`src/hdl/dbfm_pkg.sv`:
```
`timescale 1ns / 1ps
`default_nettype none
// ----------------------------------------------------------------------------
// dbfm_pkg
// Shared types and constants of the debounced battery fault monitor.
// ----------------------------------------------------------------------------
package dbfm_pkg;

	localparam int VOLT_W = 16;
	localparam int TEMP_W = 16;
	localparam int CNT_W  = 4;
	localparam int IDX_W  = 3;
	localparam int DATA_W = 16;

	// register indexes
	localparam logic [IDX_W-1:0] REG_ENABLE   = 3'd0;
	localparam logic [IDX_W-1:0] REG_UV_LIMIT = 3'd1;
	localparam logic [IDX_W-1:0] REG_OV_LIMIT = 3'd2;
	localparam logic [IDX_W-1:0] REG_OT_LIMIT = 3'd3;
	localparam logic [IDX_W-1:0] REG_DB_LIMIT = 3'd4;

	// reset values
	localparam logic                     RST_ENABLE   = 1'b1;
	localparam logic [VOLT_W-1:0]        RST_UV_LIMIT = 16'd30000;
	localparam logic [VOLT_W-1:0]        RST_OV_LIMIT = 16'd42000;
	localparam logic signed [TEMP_W-1:0] RST_OT_LIMIT = 16'sd600;
	localparam logic [CNT_W-1:0]         RST_DB_LIMIT = 4'd5;

	typedef struct packed {
		logic                     enable;
		logic [VOLT_W-1:0]        undervolt_limit;
		logic [VOLT_W-1:0]        overvolt_limit;
		logic signed [TEMP_W-1:0] overtemp_limit;
		logic [CNT_W-1:0]         debounce_limit;
	} cfg_t;

	typedef struct packed {
		logic                     volt_read_ok;
		logic [VOLT_W-1:0]        cell_min_voltage;
		logic [VOLT_W-1:0]        cell_max_voltage;
		logic                     temp_read_ok;
		logic signed [TEMP_W-1:0] temp_peak;
	} tick_t;

	typedef struct packed {
		logic volt_status;
		logic therm_status;
		logic comm_status;
		logic undervolt_flag;
		logic overvolt_flag;
		logic overtemp_flag;
		logic comm_fault_flag;
		logic critical_flag;
		logic send_voltage_frame;
		logic send_temp_frame;
	} res_t;

endpackage
`default_nettype wire

```
`src/hdl/dbfm_core.sv`:
```
`timescale 1ns / 1ps
`default_nettype none
// ----------------------------------------------------------------------------
// dbfm_core
// Debounce counters, status latches and fault flags; one tick per step.
// ----------------------------------------------------------------------------
module dbfm_core import dbfm_pkg::*; (
	input  wire logic  clk,
	input  wire logic  arst_n,
	input  wire cfg_t  cfg,
	input  wire logic  clr_status,
	input  wire logic  step,
	input  wire tick_t tick,
	output res_t       res
);

	logic [CNT_W-1:0] v_cnt_q, t_cnt_q, c_cnt_q;
	logic [CNT_W-1:0] v_cnt_d, t_cnt_d, c_cnt_d;
	logic v_st_q, t_st_q, c_st_q, under_q, over_q, otemp_q, commf_q, crit_q;
	logic v_st_d, t_st_d, c_st_d, under_d, over_d, otemp_d, commf_d, crit_d;
	logic send_v, send_t;
	logic under, over, otemp;
	logic [CNT_W:0] v_bump, t_bump, c_bump, c_bump0;

	// MSB: limit reached (count clears); low bits: next count
	function automatic logic [CNT_W:0] bump(input logic [CNT_W-1:0] cnt,
			input logic [CNT_W-1:0] lim);
		logic [CNT_W:0] inc;
		inc = {1'b0, cnt} + {{CNT_W{1'b0}}, 1'b1};
		if (inc >= {1'b0, lim}) begin
			bump = {1'b1, {CNT_W{1'b0}}};
		end else begin
			bump = {1'b0, inc[CNT_W-1:0]};
		end
	endfunction

	assign under   = tick.cell_min_voltage <= cfg.undervolt_limit;
	assign over    = tick.cell_max_voltage >= cfg.overvolt_limit;
	assign otemp   = tick.temp_peak >= cfg.overtemp_limit;
	assign v_bump  = bump(v_cnt_q, cfg.debounce_limit);
	assign t_bump  = bump(t_cnt_q, cfg.debounce_limit);
	assign c_bump  = bump(c_cnt_q, cfg.debounce_limit);
	// good voltage read clears the comm count before a failed temp read counts
	assign c_bump0 = bump({CNT_W{1'b0}}, cfg.debounce_limit);

	always_comb begin
		v_cnt_d = v_cnt_q;
		t_cnt_d = t_cnt_q;
		c_cnt_d = c_cnt_q;
		v_st_d  = v_st_q;
		t_st_d  = t_st_q;
		c_st_d  = c_st_q;
		under_d = under_q;
		over_d  = over_q;
		otemp_d = otemp_q;
		commf_d = commf_q;
		crit_d  = crit_q;
		send_v  = 1'b0;
		send_t  = 1'b0;
		if (clr_status) begin
			v_st_d = 1'b0;
			t_st_d = 1'b0;
			c_st_d = 1'b0;
		end
		if (step && cfg.enable) begin
			if (tick.volt_read_ok) begin
				c_cnt_d = '0;
				c_st_d  = 1'b0;
				send_v  = 1'b1;
				if (under || over) begin
					if (under) begin
						under_d = 1'b1;
					end else begin
						over_d = 1'b1;
					end
					v_cnt_d = v_bump[CNT_W-1:0];
					if (v_bump[CNT_W]) begin
						v_st_d = 1'b1;
						crit_d = 1'b1;
					end
				end else begin
					v_st_d  = 1'b0;
					v_cnt_d = '0;
					under_d = 1'b0;
					over_d  = 1'b0;
				end
				if (tick.temp_read_ok) begin
					send_t = 1'b1;
					if (otemp) begin
						otemp_d = 1'b1;
						t_cnt_d = t_bump[CNT_W-1:0];
						if (t_bump[CNT_W]) begin
							t_st_d = 1'b1;
							crit_d = 1'b1;
						end
					end else begin
						t_cnt_d = '0;
						t_st_d  = 1'b0;
						otemp_d = 1'b0;
					end
				end else begin
					commf_d = 1'b1;
					c_cnt_d = c_bump0[CNT_W-1:0];
					if (c_bump0[CNT_W]) begin
						c_st_d = 1'b1;
						crit_d = 1'b1;
					end
				end
			end else begin
				commf_d = 1'b1;
				c_cnt_d = c_bump[CNT_W-1:0];
				if (c_bump[CNT_W]) begin
					c_st_d = 1'b1;
					crit_d = 1'b1;
				end
			end
		end
	end

	always_ff @(posedge clk or negedge arst_n) begin
		if (!arst_n) begin
			v_cnt_q <= '0;
			t_cnt_q <= '0;
			c_cnt_q <= '0;
			v_st_q  <= 1'b0;
			t_st_q  <= 1'b0;
			c_st_q  <= 1'b0;
			under_q <= 1'b0;
			over_q  <= 1'b0;
			otemp_q <= 1'b0;
			commf_q <= 1'b0;
			crit_q  <= 1'b0;
		end else begin
			v_cnt_q <= v_cnt_d;
			t_cnt_q <= t_cnt_d;
			c_cnt_q <= c_cnt_d;
			v_st_q  <= v_st_d;
			t_st_q  <= t_st_d;
			c_st_q  <= c_st_d;
			under_q <= under_d;
			over_q  <= over_d;
			otemp_q <= otemp_d;
			commf_q <= commf_d;
			crit_q  <= crit_d;
		end
	end

	// result is the state after this tick's update
	assign res.volt_status        = v_st_d;
	assign res.therm_status       = t_st_d;
	assign res.comm_status        = c_st_d;
	assign res.undervolt_flag     = under_d;
	assign res.overvolt_flag      = over_d;
	assign res.overtemp_flag      = otemp_d;
	assign res.comm_fault_flag    = commf_d;
	assign res.critical_flag      = crit_d;
	assign res.send_voltage_frame = send_v;
	assign res.send_temp_frame    = send_t;

endmodule
`default_nettype wire

```
`src/hdl/debounced_battery_fault_monitor.sv`:
```
`timescale 1ns / 1ps
`default_nettype none
// ----------------------------------------------------------------------------
// debounced_battery_fault_monitor
// Debounced voltage, temperature and read-failure monitor, one tick per request.
// ----------------------------------------------------------------------------
// Usage:
//   Input channel (in_valid/in_ready) carries one tick request: read-OK flags,
//   cell min/max voltage and max temperature. Output channel
//   (out_valid/out_ready) returns exactly one result per tick: three status
//   latches, five fault flags and the two frame-schedule pulses.
//   Config channel (cfg_valid/cfg_ready, cfg_index, cfg_data) is always ready;
//   write it only while no tick is in flight. Writing 0 to the enable register
//   clears all statuses; unknown indexes are dropped.
//   Path: the input register takes the accepted tick, then the update logic
//   writes the result register.
//   Throughput: one tick per cycle while out_ready holds; the counter update
//   is a single pass of compares between the two registers.
//   Stall: while the result waits on out_ready the input register still
//   takes one more tick, then in_ready drops until the result is taken.
//   Reset: counters, statuses and flags clear; limits load their defaults
//   (enabled, 30000, 42000, 600, debounce 5). No clearing pass.
// ----------------------------------------------------------------------------
module debounced_battery_fault_monitor import dbfm_pkg::*; (
	input  wire logic                     clk,
	input  wire logic                     arst_n,
	input  wire logic                     in_valid,
	output logic                          in_ready,
	input  wire logic                     volt_read_ok,
	input  wire logic [VOLT_W-1:0]        cell_min_voltage,
	input  wire logic [VOLT_W-1:0]        cell_max_voltage,
	input  wire logic                     temp_read_ok,
	input  wire logic signed [TEMP_W-1:0] temp_peak,
	output logic                          out_valid,
	input  wire logic                     out_ready,
	output logic                          volt_status,
	output logic                          therm_status,
	output logic                          comm_status,
	output logic                          undervolt_flag,
	output logic                          overvolt_flag,
	output logic                          overtemp_flag,
	output logic                          comm_fault_flag,
	output logic                          critical_flag,
	output logic                          send_voltage_frame,
	output logic                          send_temp_frame,
	input  wire logic                     cfg_valid,
	output logic                          cfg_ready,
	input  wire logic [IDX_W-1:0]         cfg_index,
	input  wire logic [DATA_W-1:0]        cfg_data
);

	cfg_t  cfg_q;
	tick_t tick_s1;
	logic  valid_s1;
	res_t  res_next;
	res_t  res_s2;
	logic  valid_s2;
	logic  advance;
	logic  step;
	logic  cfg_wr;
	logic  clr_status;

	assign cfg_ready  = 1'b1;
	assign cfg_wr     = cfg_valid && cfg_ready;
	assign clr_status = cfg_wr && (cfg_index == REG_ENABLE) && !cfg_data[0];

	always_ff @(posedge clk or negedge arst_n) begin
		if (!arst_n) begin
			cfg_q.enable          <= RST_ENABLE;
			cfg_q.undervolt_limit <= RST_UV_LIMIT;
			cfg_q.overvolt_limit  <= RST_OV_LIMIT;
			cfg_q.overtemp_limit  <= RST_OT_LIMIT;
			cfg_q.debounce_limit  <= RST_DB_LIMIT;
		end else if (cfg_wr) begin
			case (cfg_index)
				REG_ENABLE:   cfg_q.enable          <= cfg_data[0];
				REG_UV_LIMIT: cfg_q.undervolt_limit <= cfg_data[VOLT_W-1:0];
				REG_OV_LIMIT: cfg_q.overvolt_limit  <= cfg_data[VOLT_W-1:0];
				REG_OT_LIMIT: cfg_q.overtemp_limit  <= $signed(cfg_data[TEMP_W-1:0]);
				REG_DB_LIMIT: cfg_q.debounce_limit  <= cfg_data[CNT_W-1:0];
				default: ;
			endcase
		end
	end

	assign advance  = !valid_s2 || out_ready;
	assign in_ready = !valid_s1 || advance;
	assign step     = valid_s1 && advance;

	always_ff @(posedge clk or negedge arst_n) begin
		if (!arst_n) begin
			valid_s1 <= 1'b0;
			valid_s2 <= 1'b0;
		end else begin
			if (in_ready) begin
				valid_s1 <= in_valid;
			end
			if (advance) begin
				valid_s2 <= valid_s1;
			end
		end
	end

	always_ff @(posedge clk) begin
		if (in_valid && in_ready) begin
			tick_s1.volt_read_ok     <= volt_read_ok;
			tick_s1.cell_min_voltage <= cell_min_voltage;
			tick_s1.cell_max_voltage <= cell_max_voltage;
			tick_s1.temp_read_ok     <= temp_read_ok;
			tick_s1.temp_peak        <= temp_peak;
		end
		if (step) begin
			res_s2 <= res_next;
		end
	end

	dbfm_core u_core (
		.clk        (clk),
		.arst_n     (arst_n),
		.cfg        (cfg_q),
		.clr_status (clr_status),
		.step       (step),
		.tick       (tick_s1),
		.res        (res_next)
	);

	assign out_valid          = valid_s2;
	assign volt_status        = res_s2.volt_status;
	assign therm_status       = res_s2.therm_status;
	assign comm_status        = res_s2.comm_status;
	assign undervolt_flag     = res_s2.undervolt_flag;
	assign overvolt_flag      = res_s2.overvolt_flag;
	assign overtemp_flag      = res_s2.overtemp_flag;
	assign comm_fault_flag    = res_s2.comm_fault_flag;
	assign critical_flag      = res_s2.critical_flag;
	assign send_voltage_frame = res_s2.send_voltage_frame;
	assign send_temp_frame    = res_s2.send_temp_frame;

	// temperature is only looked at behind a good voltage read
	a_temp_needs_volt: assert property (@(posedge clk) disable iff (!arst_n)
		out_valid |-> (!send_temp_frame || send_voltage_frame))
		else $error("temp frame without voltage frame");

	// any latched status came through a debounce hit, which sets critical
	a_status_crit: assert property (@(posedge clk) disable iff (!arst_n)
		(out_valid && (volt_status || therm_status || comm_status)) |-> critical_flag)
		else $error("status latched without critical flag");

	a_comm_status_flag: assert property (@(posedge clk) disable iff (!arst_n)
		(out_valid && comm_status) |-> comm_fault_flag)
		else $error("comm status without comm fault flag");

	// a stalled result leaves room for exactly one more request
	a_stall_ready: assert property (@(posedge clk) disable iff (!arst_n)
		(valid_s1 && out_valid && !out_ready) |-> !in_ready)
		else $error("input taken with both stages full");

endmodule
`default_nettype wire
```
`config.mk`:
```
export PLATFORM = sky130hd
export DESIGN_NAME = debounced_battery_fault_monitor
export DESIGN_NICKNAME = d
export VERILOG_FILES = /design/src/hdl/dbfm_pkg.sv /design/src/hdl/dbfm_core.sv /design/src/hdl/debounced_battery_fault_monitor.sv
export SDC_FILE = /design/constraint.sdc
export NUM_CORES = 1
export LEC_CHECK = 0
export ABC_AREA = 0
export BUFFER_PORTS_ARGS = -buffer_cell sky130_fd_sc_hd__buf_2
export CORE_ASPECT_RATIO = 1.5
export CORE_MARGIN = 2
export CORE_UTILIZATION = 40
export DETAILED_ROUTE_END_ITERATION = 10
export PLACE_DENSITY = 0.68
export SLEW_MARGIN = 0
export SYNTH_ARGS = -nofsm -noshare
export SYNTH_HDL_FRONTEND = slang
export SYNTH_SLANG_ARGS = --single-unit
```
`constraint.sdc`:
```
create_clock -name clk -period 3 [get_ports clk]
set_input_delay 0.3 -clock clk [delete_from_list [all_inputs] [get_ports clk]]
set_output_delay 0.3 -clock clk [all_outputs]
set_load 0.01 [all_outputs]
```
==> out/qor.txt <==
max-slew headroom at the worst pin = 0.343
DP Area = 7060 um^2
initial core utilization = 0.408
#FFs+latches synth = 135
P_leak = 3.41 nW
top-level port count = 87
clock share of power = 0.389
initial antenna violation count = 0
sequential share of power = 0.404
number of pins exceeding their max-slew limit in the final report = 0
worst slack after detailed placement = 0.517 ns
start-to-end type of the worst setup path = register to register
clock latency at the later pin of the worst-skew pair = 0.42 ns
ratio of final minimum period to clock period = 0.849
number of DRC markers after the initial detailed-route iteration = 261
maximum resistive drop on vdd = 0.338 mV
Clk Tree Root Cell = clkbuf_16
type of element launching the critical path = register
setup TNS = 0 ns
maximum frequency from static timing analysis = 0.393 GHz
number of global-route vias before repair = 4407
die footprint = 17000 um^2
fraction of layout cells with a size suffix above 1 = 0.274
growth of design area from synthesis to finish = 21.3%
number of nets in the layout = 767
die outline width = 107 um
H-tree Lvls = 4
total iterations of the first detailed-routing run = 4
post-route non-filler standard cell count = 846
post-synthesis cell area = 6380 um^2
first-pass GRT wire length = 21800 um
sequential element share of the synthesized area = 0.580
placed cell count = 814
switching share of power = 0.270
IO buf count = 85
cts hold-fix bufs = 0
core area = 15600 um^2
endpoint kind of the worst setup timing path = register
top_reg_cell synth = edfxtp_1
overflow left after global routing = 0
Int Power = 4.47 mW
Gates resized, CTS repair = 0
leading post-synthesis cells by instance count = ha_1 (63), edfxtp_1 (60), nand2_1 (60)
total power after layout = 6.13 mW
clock buffers created by TritonCTS = 17
Post-synth EDFFs = 60
proportion of synthesized flip-flops having asynchronous set or reset = 0.556
required time of the critical path = 3.16 ns
Final GP Congestion = 0.815
TritonCTS clock tree = done
Period minus WS final = 2.55 ns
total half-perimeter wirelength after legalization and detailed placement = 10300 um
Setup-failing EPs final = 0
pin count of the biggest net entering global routing = 76
slew at the pin with the worst max-slew slack = 0.986 ns
areal power density over the cells = 792 nW/um^2
count of vias placed by the detailed router = 4314
Worst EP arrival = 2.70 ns
number of distinct standard cells referenced by the synthesized netlist = 55
final worst clock skew = 0.00764 ns
share of the synthesized area in the top cell type = 0.282
Cell Rows = 56
Setup Buffers After CTS = 0
biggest area consumer among synthesized cells = edfxtp_1
DR DRC count = 0
number of nets with antenna violations after detailed routing = 0
total number of yosys warnings = 0
Total Routed Length = 14000 um
setup repair after global routing missed its margin = no
clock transition at the register clock pins on the worst setup and hold paths after CTS = 0.06 ns
most frequent cell after synthesis = ha_1
Post-Syn Nets = 668
antenna diode count = 0
average detailed-routed wire length per instance = 16.5 um
fin worst setup slack = 0.453 ns
count of maximum capacitance violations = 0
detail-routed via count per cell = 5.10
die outline height = 159 um
worst-path fanout max = 4
run status = finished, final reports clean
final hold violations = 0
post-synthesis area per instance = 12.0 um^2
post-synthesis instance total = 531
TritonCTS Sinks = 135
share of total power in combinational logic = 0.207
type of the worst min-delay path = input pin to register
CTS Buffer Depth = 2
final standard cell area without fillers = 7740 um^2
Synth area leaders = edfxtp_1 (28%), dfrtp_1 (22%), ha_1 (12%)
net switching power = 1.66 mW
overall global routing resource usage = 0.173
-- per-stage QoR --
| step | hold WS (ns) | utilization |
|---|---|---|
| floorplan | 0.00441 | - |
| global route | 0.0294 | 0.495 |
| CTS | 0.0334 | 0.495 |
| finish | 0.0500 | 0.495 |
| global placement | 0.435 | 0.452 |
| detailed placement | 0.444 | 0.452 |
-- flip-flops by register name, summed over array words and instances, names as in the netlist, 4 cells and up --
name and count:
cfg_q 53, tick_s1 50, u_core.v_cnt_q 4, u_core.c_cnt_q 4, u_core.t_cnt_q 4
-- placed cells by master (no fill, tap or decap), drive strengths merged, types with 12 or more instances in the layout --
cell    Yosys  final
inv        59     60
o21ai      51     51
edfxtp     60     60
nor2       13     13
dfrtp      57     57
a21oi      24     24
clkbuf      7     21
dfstp      18     18
mux2       21     21
nand3      12     12
buf         2     89
ha         63     63
nand2      62     62
-- worst max-delay path, cell delays in order, from the launching register on --
cell       delay [ns]
dfstp_2          0.51
inv_1            0.04
ha_1             0.32
a211oi_2         0.22
nor2_1           0.10
a2111oi_4        0.31
o21a_4           0.22
o21ai_4          0.09
a2111oi_4        0.38
a21oi_2          0.10
-- path summary, 6_finish.rpt --
kind | from | to | slack, ns | cells past startpoint
setup / recovery | cfg_q[33]$_DFFE_PN1P_ | critical_flag$_DFFE_PP_ | 0.45 | 9
hold / removal | cell_min_voltage[5] | tick_s1[38]$_DFFE_PP_ | 0.05 | 1
max in group asynchronous | arst_n | cfg_q[14]$_DFFE_PN0P_ | 2.23 | 2
hold reg to reg | u_core.commf_q$_DFF_PN0_ | u_core.commf_q$_DFF_PN0_ | 0.46 | 1
min in group asynchronous | arst_n | u_core.c_cnt_q[2]$_DFFE_PN0P_ | 0.12 | 2
setup reg to reg | cfg_q[33]$_DFFE_PN1P_ | critical_flag$_DFFE_PP_ | 0.45 | 9
-- final cells by class --
type / instances / area (um^2)
multi-input cells: 328 / 2430
well taps: 203 / 254
repair buffers: 89 / 455
inverters: 59 / 221
clock inverters: 11 / 219
fillers: 1382 / 7880
flip-flops and latches: 135 / 3700
clock buffers: 21 / 460
-- kinds of logic after synthesis --
family          Yosys count  share of synthesized area
flops                   135                      0.580
simple gates            130                     0.0977
compound gates          107                      0.112
buf+inv                  68                     0.0408
fa+ha+maj                63                      0.124
mux                      21                     0.0371
xor+xnor                  6                    0.00824
other cells               1                   0.000588
-- routing by layer --
layer,GRT usage,part of all wire,vias up
met2,0.312,0.53,124
li1,-,-,2084
met3,0.0487,0.046,21
met1,0.192,0.40,2085
met4,0.0674,0.021,0
met5,0,0,-
-- power by group through the flow --
stage	Sequential [mW]	Clock, mW	Combinational (mW)
2_1_floorplan	2.47	0	0.890
3_3_place_gp	2.50	0	1.19
3_5_place_dp	2.51	0	1.26
4_1_cts	2.48	2.41	1.29
5_1_grt	2.51	2.50	1.44
6_report	2.48	2.38	1.27
(Power assumes the default switching activity.)
